==> src/rtl/core/efd_pkg.sv <==
// shared constants and types for the escaped frame decoder
package efd_pkg;

  localparam int unsigned MaxFrameDef = 21;

  localparam logic [7:0] SymStart = 8'hFA;
  localparam logic [7:0] SymEnd   = 8'hFD;
  localparam logic [7:0] SymEsc   = 8'hFE;

  localparam int unsigned LenW = 5;

  typedef enum logic [1:0] {
    S_COLLECT = 2'b01,
    S_DRAIN   = 2'b10
  } efd_state_t;

endpackage

==> src/rtl/core/escaped_frame_decoder_top.sv <==
// byte-stuffed frame decoder with xor checksum, top level
// first beat: drain state, store read, output register; no store read if checksum only
// throughput: one input byte per cycle while a frame is collected
// payload drain: each store read waits until the previous one has loaded the output register
// input is held off during the drain and while the final store read is pending
// reset: synchronous active-low rst_n clears control state; byte store content stays undefined
module escaped_frame_decoder_top #(
  parameter int unsigned MaxFrame = efd_pkg::MaxFrameDef
) (
  input  logic                     clk,
  input  logic                     rst_n,
  input  logic                     in_valid,
  output logic                     in_ready,
  input  logic [7:0]               in_rx_byte,
  output logic                     out_valid,
  input  logic                     out_ready,
  output logic [7:0]               out_payload_byte,
  output logic                     out_last,
  output logic [efd_pkg::LenW-1:0] out_payload_len,
  output logic                     out_empty_frame
);
  import efd_pkg::*;

  localparam int unsigned AddrW = $clog2(MaxFrame);
  localparam int unsigned CntW  = $clog2(MaxFrame + 1);

  logic             wr_en;
  logic [AddrW-1:0] wr_addr;
  logic [7:0]       wr_data;
  logic             rd_en;
  logic [AddrW-1:0] rd_addr;
  logic [7:0]       rd_data;

  efd_ctrl #(
    .MaxFrame (MaxFrame),
    .AddrW    (AddrW),
    .CntW     (CntW)
  ) u_ctrl (
    .clk              (clk),
    .rst_n            (rst_n),
    .in_valid         (in_valid),
    .in_ready         (in_ready),
    .in_rx_byte       (in_rx_byte),
    .out_valid        (out_valid),
    .out_ready        (out_ready),
    .out_payload_byte (out_payload_byte),
    .out_last         (out_last),
    .out_payload_len  (out_payload_len),
    .out_empty_frame  (out_empty_frame),
    .wr_en            (wr_en),
    .wr_addr          (wr_addr),
    .wr_data          (wr_data),
    .rd_en            (rd_en),
    .rd_addr          (rd_addr),
    .rd_data          (rd_data)
  );

  efd_store #(
    .Depth (MaxFrame),
    .AddrW (AddrW)
  ) u_store (
    .clk     (clk),
    .wr_en   (wr_en),
    .wr_addr (wr_addr),
    .wr_data (wr_data),
    .rd_en   (rd_en),
    .rd_addr (rd_addr),
    .rd_data (rd_data)
  );

endmodule

==> src/rtl/core/efd_store.sv <==
// frame byte store, one write port and one registered read port
module efd_store #(
  parameter int unsigned Depth = 21,
  parameter int unsigned AddrW = 5
) (
  input  logic             clk,
  input  logic             wr_en,
  input  logic [AddrW-1:0] wr_addr,
  input  logic [7:0]       wr_data,
  input  logic             rd_en,
  input  logic [AddrW-1:0] rd_addr,
  output logic [7:0]       rd_data
);

  logic [7:0] mem_r [Depth];
  logic [7:0] rd_data_r;

  always_ff @(posedge clk) begin
    if (wr_en) begin
      mem_r[wr_addr] <= wr_data;
    end
  end

  always_ff @(posedge clk) begin
    if (rd_en) begin
      rd_data_r <= mem_r[rd_addr];
    end
  end

  assign rd_data = rd_data_r;

endmodule

==> src/rtl/core/efd_ctrl.sv <==
// frame parser, checksum and payload drain sequencer around the byte store
module efd_ctrl #(
  parameter int unsigned MaxFrame = efd_pkg::MaxFrameDef,
  parameter int unsigned AddrW    = 5,
  parameter int unsigned CntW     = 5
) (
  input  logic                     clk,
  input  logic                     rst_n,
  input  logic                     in_valid,
  output logic                     in_ready,
  input  logic [7:0]               in_rx_byte,
  output logic                     out_valid,
  input  logic                     out_ready,
  output logic [7:0]               out_payload_byte,
  output logic                     out_last,
  output logic [efd_pkg::LenW-1:0] out_payload_len,
  output logic                     out_empty_frame,
  output logic                     wr_en,
  output logic [AddrW-1:0]         wr_addr,
  output logic [7:0]               wr_data,
  output logic                     rd_en,
  output logic [AddrW-1:0]         rd_addr,
  input  logic [7:0]               rd_data
);
  import efd_pkg::*;

  localparam int unsigned ExtW = (CntW > LenW) ? CntW : LenW;

  efd_state_t      state_r, state_nxt;
  logic            in_frame_r, in_frame_nxt;
  logic            esc_r, esc_nxt;
  logic [CntW-1:0] cnt_r, cnt_nxt;
  logic [7:0]      xor_r, xor_nxt;
  logic [CntW-1:0] plen_r, plen_nxt;
  logic            empty_r, empty_nxt;
  logic [AddrW-1:0] idx_r, idx_nxt;
  logic            rd_pend_r, rd_pend_nxt;
  logic            pend_last_r, pend_last_nxt;
  logic            out_valid_r, out_valid_nxt;
  logic [7:0]      out_byte_r, out_byte_nxt;
  logic            out_last_r, out_last_nxt;
  logic [LenW-1:0] out_len_r, out_len_nxt;
  logic            out_empty_r, out_empty_nxt;

  logic            accept;
  logic            is_start, is_end, is_esc;
  logic            do_collect, do_finish;
  logic            slot;
  logic            load_empty;
  logic            drain_last;
  logic [ExtW-1:0] plen_ext;

  assign is_start   = (in_rx_byte == SymStart);
  assign is_end     = (in_rx_byte == SymEnd);
  assign is_esc     = (in_rx_byte == SymEsc);
  assign in_ready   = (state_r == S_COLLECT) && !rd_pend_r;
  assign accept     = in_valid && in_ready;
  assign slot       = !rd_pend_r && (!out_valid_r || out_ready);
  assign drain_last = (CntW'(idx_r) == (plen_r - CntW'(1)));
  assign plen_ext   = ExtW'(plen_r);

  always_comb begin
    state_nxt     = state_r;
    in_frame_nxt  = in_frame_r;
    esc_nxt       = esc_r;
    cnt_nxt       = cnt_r;
    xor_nxt       = xor_r;
    plen_nxt      = plen_r;
    empty_nxt     = empty_r;
    idx_nxt       = idx_r;
    rd_pend_nxt   = 1'b0;
    pend_last_nxt = pend_last_r;
    do_collect    = 1'b0;
    do_finish     = 1'b0;
    load_empty    = 1'b0;
    wr_en         = 1'b0;
    wr_addr       = cnt_r[AddrW-1:0];
    wr_data       = in_rx_byte;
    rd_en         = 1'b0;
    rd_addr       = idx_r;

    if (accept) begin
      if (!in_frame_r) begin
        if (esc_r) begin
          esc_nxt = 1'b0;
        end else if (is_start) begin
          in_frame_nxt = 1'b1;
          cnt_nxt      = '0;
          xor_nxt      = '0;
        end else if (is_esc) begin
          esc_nxt = 1'b1;
        end
      end else if (esc_r) begin
        esc_nxt = 1'b0;
        if (is_start || is_end || is_esc) begin
          do_collect = 1'b1;
        end else begin
          in_frame_nxt = 1'b0;
        end
      end else if (is_start) begin
        cnt_nxt = '0;
        xor_nxt = '0;
      end else if (is_end) begin
        do_finish = 1'b1;
      end else if (is_esc) begin
        esc_nxt = 1'b1;
      end else begin
        do_collect = 1'b1;
      end
    end

    if (do_collect) begin
      if (cnt_r >= CntW'(MaxFrame)) begin
        in_frame_nxt = 1'b0;
      end else begin
        wr_en   = 1'b1;
        cnt_nxt = cnt_r + CntW'(1);
        xor_nxt = xor_r ^ in_rx_byte;
      end
    end

    if (do_finish) begin
      in_frame_nxt = 1'b0;
      if ((cnt_r != '0) && (xor_r == '0)) begin
        state_nxt = S_DRAIN;
        idx_nxt   = '0;
        plen_nxt  = cnt_r - CntW'(1);
        empty_nxt = (cnt_r == CntW'(1));
      end
    end

    unique case (state_r)
      S_COLLECT: begin
      end
      S_DRAIN: begin
        if (slot) begin
          if (empty_r) begin
            load_empty = 1'b1;
            state_nxt  = S_COLLECT;
          end else begin
            rd_en         = 1'b1;
            rd_pend_nxt   = 1'b1;
            pend_last_nxt = drain_last;
            idx_nxt       = idx_r + AddrW'(1);
            if (drain_last) begin
              state_nxt = S_COLLECT;
            end
          end
        end
      end
      default: begin
        state_nxt = S_COLLECT;
      end
    endcase
  end

  // output register, loaded in the cycle after a store read, or directly with an empty-frame beat
  always_comb begin
    out_valid_nxt = out_valid_r;
    out_byte_nxt  = out_byte_r;
    out_last_nxt  = out_last_r;
    out_len_nxt   = out_len_r;
    out_empty_nxt = out_empty_r;
    priority if (rd_pend_r) begin
      out_valid_nxt = 1'b1;
      out_byte_nxt  = rd_data;
      out_last_nxt  = pend_last_r;
      out_len_nxt   = plen_ext[LenW-1:0];
      out_empty_nxt = 1'b0;
    end else if (load_empty) begin
      out_valid_nxt = 1'b1;
      out_byte_nxt  = '0;
      out_last_nxt  = 1'b1;
      out_len_nxt   = '0;
      out_empty_nxt = 1'b1;
    end else if (out_ready) begin
      out_valid_nxt = 1'b0;
    end else begin
      out_valid_nxt = out_valid_r;
    end
  end

  always_ff @(posedge clk) begin
    if (!rst_n) begin
      state_r     <= S_COLLECT;
      in_frame_r  <= 1'b0;
      esc_r       <= 1'b0;
      cnt_r       <= '0;
      xor_r       <= '0;
      rd_pend_r   <= 1'b0;
      out_valid_r <= 1'b0;
    end else begin
      state_r     <= state_nxt;
      in_frame_r  <= in_frame_nxt;
      esc_r       <= esc_nxt;
      cnt_r       <= cnt_nxt;
      xor_r       <= xor_nxt;
      rd_pend_r   <= rd_pend_nxt;
      out_valid_r <= out_valid_nxt;
    end
  end

  always_ff @(posedge clk) begin
    plen_r      <= plen_nxt;
    empty_r     <= empty_nxt;
    idx_r       <= idx_nxt;
    pend_last_r <= pend_last_nxt;
    out_byte_r  <= out_byte_nxt;
    out_last_r  <= out_last_nxt;
    out_len_r   <= out_len_nxt;
    out_empty_r <= out_empty_nxt;
  end

  assign out_valid        = out_valid_r;
  assign out_payload_byte = out_byte_r;
  assign out_last         = out_last_r;
  assign out_payload_len  = out_len_r;
  assign out_empty_frame  = out_empty_r;

`ifndef SYNTHESIS
  a_cnt_bound: assert property (@(posedge clk) disable iff (!rst_n)
    cnt_r <= CntW'(MaxFrame))
    else $error("byte count beyond frame limit");

  a_read_from_drain: assert property (@(posedge clk) disable iff (!rst_n)
    rd_pend_r |-> $past(state_r == S_DRAIN))
    else $error("store read outside drain");

  a_drain_idx: assert property (@(posedge clk) disable iff (!rst_n)
    (state_r == S_DRAIN) && !empty_r |-> (CntW'(idx_r) < plen_r))
    else $error("drain index past payload length");

  a_load_slot: assert property (@(posedge clk) disable iff (!rst_n)
    rd_pend_r |-> $past(!out_valid_r || out_ready))
    else $error("store read issued with output register blocked");
`endif

endmodule

==> config.mk <==
export PLATFORM = sky130hd
export DESIGN_NAME = escaped_frame_decoder_top
export DESIGN_NICKNAME = d
export VERILOG_FILES = /design/src/rtl/core/efd_pkg.sv /design/src/rtl/core/escaped_frame_decoder_top.sv /design/src/rtl/core/efd_store.sv /design/src/rtl/core/efd_ctrl.sv
export SDC_FILE = /design/constraint.sdc
export NUM_CORES = 1
export LEC_CHECK = 0
export BUFFER_PORTS_ARGS = -buffer_cell sky130_fd_sc_hd__buf_2
export CELL_PAD_IN_SITES_DETAIL_PLACEMENT = 0
export CELL_PAD_IN_SITES_GLOBAL_PLACEMENT = 1
export CORE_UTILIZATION = 25
export DETAILED_ROUTE_END_ITERATION = 7
export GPL_TIMING_DRIVEN = 0
export PLACE_DENSITY_LB_ADDON = 0.12
export SYNTH_ARGS = -nofsm -noshare
export SYNTH_HDL_FRONTEND = slang
export SYNTH_HIERARCHICAL = 1
export SYNTH_SLANG_ARGS = --single-unit
export TNS_END_PERCENT = 20
==> constraint.sdc <==
create_clock -name clk -period 2.8 [get_ports clk]
set_clock_uncertainty 0.15 [all_clocks]
set_input_delay 0 -clock clk [delete_from_list [all_inputs] [get_ports clk]]
set_output_delay 0 -clock clk [all_outputs]
set_load 0.1 [all_outputs]
==> impl_metrics.prom, run 1 <==
# TYPE chip_impl_metric gauge
chip_impl_metric{name="grt_usage",unit="%"} 12.35
chip_impl_metric{name="cts.sinks",unit=""} 222
chip_impl_metric{name="crit_fanout",unit=""} 9
chip_impl_info{name="outcome",value="finished clean"} 1
chip_impl_metric{name="postSynth.asyncResetShare",unit="%"} 0
chip_impl_metric{name="chipWidth",unit="um"} 196.4
chip_impl_metric{name="timing.critical_path.buf_inv",unit=""} 3
chip_impl_info{name="worst_path_max_delay_cell",value="dfxtp_4"} 1
chip_impl_info{name="critPathTopFamily",value="simple AND/OR/NAND/NOR gates"} 1
chip_impl_metric{name="post_layout_min_period",unit="ns"} 2.662
chip_impl_metric{name="via_count",unit=""} 5371
chip_impl_info{name="cp_cell_sequence",value="inv_1, ha_2, nor4_4, o2111ai_2, mux2i_4, buf_12, nand3_4, nor3_4, buf_4"} 1
chip_impl_info{name="critical_path.startpoint_type",value="register"} 1
chip_impl_metric{name="worst_ep_arrival_time",unit="ns"} 2.75
chip_impl_info{name="largest_family_of_logic_cells_by_synthesized_area",value="simple AND/OR/NAND/NOR gates"} 1
chip_impl_metric{name="num-fill-cells",unit=""} 3651
chip_impl_metric{name="clk_buf_depth",unit=""} 3
chip_impl_metric{name="gpl.final_weighted_congestion",unit=""} 0.7336
chip_impl_metric{name="floorplan.initialDensity",unit="%"} 25.62
chip_impl_metric{name="pin_count_of_the_biggest_net_entering_global_routing",unit=""} 22
chip_impl_metric{name="leakage",unit="uW"} 0.003657
chip_impl_metric{name="synth_sequential_area_ratio",unit="%"} 67.92
chip_impl_info{name="ys_dominant_reg_cell",value="edfxtp_1"} 1
chip_impl_metric{name="synth_nets",unit=""} 645
chip_impl_metric{name="synthXorXnorAreaFrac",unit="%"} 1.113
chip_impl_metric{name="tritoncts.num_buffers",unit=""} 26
chip_impl_metric{name="clock_tree.htree_level_count",unit=""} 1
chip_impl_metric{name="detailedRoute.firstPassIterationCount",unit=""} 5
chip_impl_metric{name="setup_violations",unit=""} 0
chip_impl_metric{name="vdd_drop_max",unit="mV"} 0.4911
chip_impl_metric{name="maxSlewViolCount",unit=""} 0
chip_impl_metric{name="flow.area_growth_from_synthesis",unit="%"} 22.79
chip_impl_metric{name="yosys_warnings",unit=""} 6
chip_impl_info{name="cts-root-buf",value="clkbuf_16"} 1
chip_impl_info{name="cts_tree",value="built"} 1
chip_impl_metric{name="worstSkewPairLatency",unit="ns"} 0.53
chip_impl_metric{name="finalWorstSetupSlack",unit="ns"} 0.1379
chip_impl_metric{name="synthCells",unit=""} 625
chip_impl_metric{name="cts.reportedPaths.clkPinSlew",unit="ns"} 0.06
chip_impl_metric{name="global_route_wire_length_before_repair",unit="um"} 35280
chip_impl_metric{name="placement.setup.worst_slack",unit="ns"} -1.296
chip_impl_metric{name="worstPathRequired",unit="ns"} 2.88
chip_impl_metric{name="proportion_of_synthesized_area_in_mux_cells",unit="%"} 10.00
chip_impl_metric{name="floorplan.core_area",unit="sq um"} 36870
chip_impl_metric{name="slew_headroom",unit="%"} 37.73
chip_impl_info{name="r2r-start",value="u_ctrl/wr_addr[1]"} 1
chip_impl_metric{name="num-nets-final",unit=""} 724
chip_impl_metric{name="timing.critical_path.slowest_cell_delay",unit="ns"} 0.37
chip_impl_metric{name="synth_compound_area_share",unit="%"} 5.444
chip_impl_metric{name="hold_viol",unit=""} 0
chip_impl_metric{name="std_cell_rows",unit=""} 70
chip_impl_metric{name="worst_slew_pin_slew",unit="ns"} 0.9268
chip_impl_metric{name="synth_adder_area_share",unit="%"} 1.060
chip_impl_metric{name="detailed_place_hpwl",unit="um"} 15940
chip_impl_metric{name="synth-edff-count",unit=""} 197
chip_impl_metric{name="overflow",unit=""} 0
chip_impl_metric{name="synthesis.area_per_instance",unit="sq um"} 15.11
chip_impl_info{name="critical_path.startpoint",value="u_ctrl/wr_addr[1]"} 1
chip_impl_metric{name="drv_cap",unit=""} 0
chip_impl_metric{name="netlist_area",unit="sq um"} 9447
chip_impl_metric{name="die_height",unit="um"} 196.4
chip_impl_metric{name="drcViolationCount",unit=""} 0
chip_impl_metric{name="dr.first_iter.drc_count",unit=""} 322
chip_impl_metric{name="fraction_of_final_layout_cells_sized_beyond_drive_strength_1",unit="%"} 25.69
chip_impl_info{name="grt_setup_unrepaired",value="false"} 1
chip_impl_metric{name="place.port_buffers",unit=""} 28
chip_impl_metric{name="maxClockFrequency",unit="MHz"} 375.6
chip_impl_metric{name="count_of_pins_on_the_block_boundary",unit=""} 29
chip_impl_metric{name="antenna_left",unit=""} 0
chip_impl_metric{name="overall_die_area",unit="sq um"} 38570
chip_impl_metric{name="ys_ff_latch",unit=""} 222
chip_impl_info{name="worst-setup-path-type",value="register to register"} 1
chip_impl_metric{name="netlist-cell-type-count",unit=""} 56
chip_impl_metric{name="antenna_found_initial",unit=""} 1
chip_impl_metric{name="final_util",unit="%"} 31.46
chip_impl_metric{name="period_share",unit="%"} 95.08
chip_impl_metric{name="antennaDiodeCount",unit=""} 0
chip_impl_info{name="hp-start",value="rst_n"} 1
chip_impl_metric{name="drt_wl_total",unit="um"} 23370
chip_impl_metric{name="number_of_global_route_vias_before_repair",unit=""} 5428
chip_impl_info{name="hold_path.class",value="input port to register"} 1
chip_impl_info{name="setup.worst_path.end_class",value="register"} 1
chip_impl_metric{name="wire_per_inst",unit="um"} 19.03
chip_impl_metric{name="power_density",unit="nW/um^2"} 621.4
chip_impl_metric{name="post_drt_via_cell_ratio",unit=""} 4.374
chip_impl_metric{name="synthSimpleGateAreaFrac",unit="%"} 10.82
==> synth_stat cells (all sizes together), types with 2 or more instances <==
library cell	count	share of area [%]
nand3b	9	0.85
edfxtp	197	63
nor3	9	0.48
dfxtp	25	5.3
o21ai	27	1.8
o2111ai	2	0.19
a21oi	7	0.37
nand3	23	1.2
mux2i	49	5.2
mux4	16	3.8
inv	13	0.52
nor3b	2	0.16
nor2b	23	1.5
clkbuf	9	0.36
a221oi	9	0.83
o31ai	2	0.16
o211ai	10	0.79
nand2	47	1.9
or2	2	0.13
buf	31	2.8
and2	15	0.99
nor4	4	0.42
xnor2	8	0.74
nand4	10	0.66
nand2b	7	0.62
mux2	8	0.95
ha	8	1.1
a22oi	8	0.64
nor2	27	1.1
xor2	4	0.37
==> metrics by stage <==
| stage | TNS [ns] | cells | area [sq um] | total power [uW] | hold WS (ns) |
|---|---|---|---|---|---|
| after floorplan | -4.982 | 625 | 9452 | 3727 | 0.02011 |
| after global placement | -148.90 | 1157 | 10220 | 3783 | 0.1874 |
| after detailed placement | -148.02 | 1157 | 10230 | 3787 | 0.1956 |
| after CTS | 0 | 1225 | 11540 | 7319 | 0.1781 |
| after global routing | 0 | 1228 | 11600 | 7443 | 0.2073 |
| final | 0 | 1228 | 11600 | 7208 | 0.1923 |
==> worst reg2reg max path: stages, from the launching register on <==
cell and delay [ns]:
dfxtp_4 0.37, inv_1 0.08, ha_2 0.20, nor4_4 0.37, o2111ai_2 0.20, mux2i_4 0.22, buf_12 0.16, nand3_4 0.20
nor3_4 0.21, buf_4 0.22
==> sequential cells by signal, summed over array words and instances (netlist names) <==
name	count
u_ctrl/empty_r	1
u_ctrl/pend_last_r	1
u_ctrl/xor_r	8
u_store/mem_r	168
u_ctrl/out_empty_frame	1
u_ctrl/in_frame_r	1
u_ctrl/plen_ext	5
u_ctrl/rd_pend_r	1
u_ctrl/esc_r	1
u_ctrl/rd_addr	5
u_store/rd_data	8
u_ctrl/state_r	2
u_ctrl/wr_addr	5
u_ctrl/out_last	1
u_ctrl/out_payload_byte	8
u_ctrl/out_payload_len	5
u_ctrl/out_valid	1
==> worst paths after layout <==
path,to,slack (ns),cells past startpoint
worst min-delay path,u_ctrl/wr_addr[3],0.19,4
worst min register to register,u_ctrl/out_empty_frame,0.31,2
worst max register to register,u_store/mem_r[11][5],0.14,9
worst max-delay path,u_store/mem_r[11][5],0.14,9
==> routing by layer <==
| layer | wire [um] | vias to the layer above | track usage [%] |
|---|---|---|---|
| li1 | - | 2536 | - |
| met4 | 469 | 0 | 3.038 |
| met5 | 0 | - | 0 |
| met2 | 10600 | 101 | 19.60 |
| met1 | 11540 | 2702 | 17.77 |
| met3 | 751 | 32 | 1.660 |
==> cells in the final DEF, fill, tap and decap left out, drive strengths merged, types with 9 or more instances in the layout <==
master       instances
edfxtp             197
dfxtp               25
a221oi               9
nor3                 9
nand2               47
nor2b               23
mux4                16
clkinv              11
clkbuf              41
nand4               10
o211ai              10
o21ai               27
inv                 13
buf                 71
mux2i               49
nor2                27
and2                15
nand3               23
dlygate4sd3         12
nand3b               9
==> logic make-up after synthesis <==
logic type | after synthesis
AO/OA/AOI/OAI | 70
XOR/XNOR | 12
adder cells (fa/ha/maj) | 8
flip-flops | 222
buffers and inverters | 53
AND/OR/NAND/NOR | 187
multiplexers | 73
==> where the power goes <==
part	total [uW]	internal, uW	switching, uW
clock	3480	2160	1320
combinational	133	38.0	94.7
sequential	3590	3590	0.794
==> final cells by class <==
class	instances	area, sq um	share of cell area, %
well taps	504	630.6	5.436
multi-input cells	350	2905	25.05
clock buffers	33	748.2	6.450
plain buffers	39	304.0	2.621
clock inverters	15	158.9	1.370
flip-flops and latches	222	6425	55.39
inverters	13	48.80	0.4207
repair buffers	52	379.1	3.268
==> timing repair <==
item | 4_1_cts | 5_1_grt
hold endpoints to repair | 194 | 0
gates cloned | 0 | 0
hold buffers | 12 | 0
gates resized for setup | 48 | 10
endpoints found under the setup margin | 168 | 174
pin swaps | 7 | 3
buffers inserted | 9 | 3
Power figures use the tool's default switching activity.
==> run 2, diff against run 1 <==
Settings changed: CTS_BUF_LIST set to sky130_fd_sc_hd__clkbuf_2, RECOVER_POWER set to 25.
==> impl_metrics.prom, run 2 (same netlist as run 1, synthesis figures left out) <==
# TYPE chip_impl_metric gauge
chip_impl_metric{name="flow.area_growth_from_synthesis",unit="%"} 22.37
chip_impl_metric{name="clock_tree.htree_level_count",unit=""} 2
chip_impl_info{name="layout.cells.most_common",value="edfxtp_1"} 1
chip_impl_info{name="worst-setup-path-type",value="register to register"} 1
chip_impl_info{name="r2r-start",value="u_ctrl/state_r[1]"} 1
chip_impl_metric{name="timing.critical_path.buf_inv",unit=""} 3
chip_impl_metric{name="detailedRoute.firstPassIterationCount",unit=""} 4
chip_impl_metric{name="clk_buf_depth",unit=""} 3
chip_impl_metric{name="placement.setup.worst_slack",unit="ns"} -1.296
chip_impl_metric{name="dr.first_iter.drc_count",unit=""} 300
chip_impl_info{name="critPathTopFamily",value="simple AND/OR/NAND/NOR gates"} 1
chip_impl_metric{name="vdd_drop_max",unit="mV"} 0.1939
chip_impl_info{name="cp_cell_sequence",value="inv_1, ha_1, and3b_2, o2111ai_2, mux2i_4, buf_12, nand3_2, nor3_4, buf_4"} 1
chip_impl_metric{name="num-fill-cells",unit=""} 3738
chip_impl_metric{name="fin_worst_hold_slack",unit="ns"} 0.1569
chip_impl_metric{name="fraction_of_final_layout_cells_sized_beyond_drive_strength_1",unit="%"} 30.04
chip_impl_info{name="setup.worst_path.end_class",value="register"} 1
chip_impl_metric{name="power_density",unit="nW/um^2"} 523.2
chip_impl_metric{name="floorplan.core_area",unit="sq um"} 36870
chip_impl_metric{name="number_of_global_route_vias_before_repair",unit=""} 5927
chip_impl_metric{name="postPlaceCellArea",unit="sq um"} 10230
chip_impl_metric{name="wire_per_inst",unit="um"} 18.17
chip_impl_metric{name="leakage",unit="uW"} 0.003748
chip_impl_info{name="cts-root-buf",value="clkbuf_2"} 1
chip_impl_metric{name="hold_viol",unit=""} 0
chip_impl_metric{name="chipWidth",unit="um"} 196.4
chip_impl_metric{name="setup_violations",unit=""} 0
chip_impl_metric{name="finalWorstSetupSlack",unit="ns"} 0.1186
chip_impl_info{name="r2r-end",value="u_store/mem_r[4][0]"} 1
chip_impl_metric{name="worstPathRequired",unit="ns"} 3.25
chip_impl_metric{name="num-nets-final",unit=""} 787
chip_impl_info{name="outcome",value="finished clean"} 1
chip_impl_metric{name="maxSlewViolCount",unit=""} 0
chip_impl_metric{name="worst_ep_arrival_time",unit="ns"} 3.13
chip_impl_metric{name="worstSkewPairLatency",unit="ns"} 0.90
chip_impl_metric{name="sequential_cell_area",unit="sq um"} 6426
chip_impl_metric{name="overflow",unit=""} 0
chip_impl_metric{name="std_cell_rows",unit=""} 70
chip_impl_info{name="largest-register",value="u_store/mem_r"} 1
chip_impl_metric{name="via_count",unit=""} 5700
chip_impl_metric{name="place.port_buffers",unit=""} 28
chip_impl_metric{name="grt_usage",unit="%"} 12.83
chip_impl_metric{name="multi_input_area",unit="sq um"} 2915
chip_impl_metric{name="floorplan.initialDensity",unit="%"} 25.62
chip_impl_metric{name="ff2ff_setup_slack",unit="ns"} 0.12
chip_impl_metric{name="antenna_found_initial",unit=""} 3
chip_impl_metric{name="timing.critical_path.slowest_cell_delay",unit="ns"} 0.33
chip_impl_metric{name="maxClockFrequency",unit="MHz"} 372.9
chip_impl_info{name="hp-start",value="in_valid"} 1
chip_impl_metric{name="cts.reportedPaths.clkPinSlew",unit="ns"} 0.09
chip_impl_metric{name="crit_fanout",unit=""} 7
chip_impl_metric{name="pin_count_of_the_biggest_net_entering_global_routing",unit=""} 22
chip_impl_metric{name="total_power",unit="uW"} 6049
chip_impl_info{name="final_cell_mix",value="197 x edfxtp_1, 100 x clkbuf_2, 48 x mux2i_1"} 1
chip_impl_metric{name="global_route_wire_length_before_repair",unit="um"} 36430
chip_impl_info{name="critical_path.startpoint_type",value="register"} 1
chip_impl_metric{name="tritoncts.num_buffers",unit=""} 61
chip_impl_metric{name="gpl.final_weighted_congestion",unit=""} 0.7336
chip_impl_metric{name="final_util",unit="%"} 31.35
chip_impl_info{name="hold_path.class",value="input port to register"} 1
chip_impl_metric{name="timing.reg2reg.worst_path_depth",unit=""} 9
chip_impl_metric{name="drv_cap",unit=""} 0
chip_impl_metric{name="detailed_place_hpwl",unit="um"} 15940
chip_impl_metric{name="final_design_area_no_fill",unit="sq um"} 11560
chip_impl_metric{name="slew_headroom",unit="%"} 7.210
chip_impl_metric{name="overall_die_area",unit="sq um"} 38570
chip_impl_info{name="grt_setup_unrepaired",value="true"} 1
chip_impl_metric{name="worst_slew_pin_slew",unit="ns"} 1.392
chip_impl_info{name="cts_tree",value="built"} 1
chip_impl_metric{name="die_height",unit="um"} 196.4
chip_impl_info{name="worst_path_max_delay_cell",value="dfxtp_1"} 1
chip_impl_metric{name="post_drt_via_cell_ratio",unit=""} 4.299
chip_impl_metric{name="period_share",unit="%"} 95.76
chip_impl_metric{name="max_ffs_per_register",unit=""} 168
chip_impl_metric{name="whs_path_depth",unit=""} 5
chip_impl_metric{name="antenna_left",unit=""} 0
chip_impl_metric{name="drcViolationCount",unit=""} 0
chip_impl_metric{name="drt_wl_total",unit="um"} 24100
chip_impl_metric{name="post_layout_min_period",unit="ns"} 2.681
chip_impl_metric{name="cts.sinks",unit=""} 222
chip_impl_info{name="whs_endpoint",value="u_ctrl/in_frame_r"} 1
chip_impl_metric{name="count_of_pins_on_the_block_boundary",unit=""} 29
==> run 2: worst register-to-register path, stage by stage (launching register included) <==
cell	delay, ns
dfxtp_1	0.33
inv_1	0.08
ha_1	0.26
and3b_2	0.32
o2111ai_2	0.15
mux2i_4	0.27
buf_12	0.17
nand3_2	0.19
nor3_4	0.26
buf_4	0.20
==> run 2: per-stage QoR <==
| step | cells | TNS (ns) |
|---|---|---|
| after floorplan | 625 | -4.982 |
| after global placement | 1157 | -148.90 |
| after detailed placement | 1157 | -148.02 |
| after CTS | 1320 | 0 |
| after global routing | 1325 | -0.07221 |
| final | 1326 | 0 |
==> run 2: per-layer routing <==
metal	vias up	part of all wire, %	GRT usage (%)
met4	0	1.9	4.803
met2	110	45	19.81
met3	37	4.0	2.738
li1	2706	-	-
met5	-	0	0
met1	2847	49	17.64
==> run 2: power by group <==
group / internal (uW) / switching, uW / total [uW]
clock network: 952 / 1360 / 2320
registers: 3590 / 0.803 / 3590
logic: 45.7 / 97.9 / 144
total: 4580 / 1460 / 6050
==> run 2: area by class of cell <==
cell class                 instances  area share (%)
antenna                            3         0.06494
buffer                            39           2.403
clock buffer                     100           4.329
clock inverter                    15          0.6170
inverter                          13          0.4221
multi-input combinational        350           25.22
sequential                       222           55.59
tap                              504           5.455
timing repair buffer              80           5.899
==> run 2: worst max path at each step <==
stage                      startpoint                    to  slack (ns)  cells past startpoint
finish              u_ctrl/state_r[1]   u_store/mem_r[4][0]        0.12                      9
global placement    u_ctrl/wr_addr[1]  u_store/mem_r[11][3]       -1.29                      8
floorplan           u_ctrl/wr_addr[1]  u_store/mem_r[11][0]       -0.19                      8
detailed placement  u_ctrl/wr_addr[1]  u_store/mem_r[11][5]       -1.30                      8
global route        u_ctrl/wr_addr[1]   u_store/mem_r[9][7]       -0.02                     10
CTS                 u_ctrl/state_r[1]   u_store/mem_r[9][7]        0.03                     10
==> run 2: what timing repair did <==
action,CTS,global route
gates resized for setup,50,12
hold endpoints to repair,242,0
buffers inserted,16,2
pin swaps,12,4
gates cloned,0,1
setup endpoints to repair,168,140
hold buffers,33,0
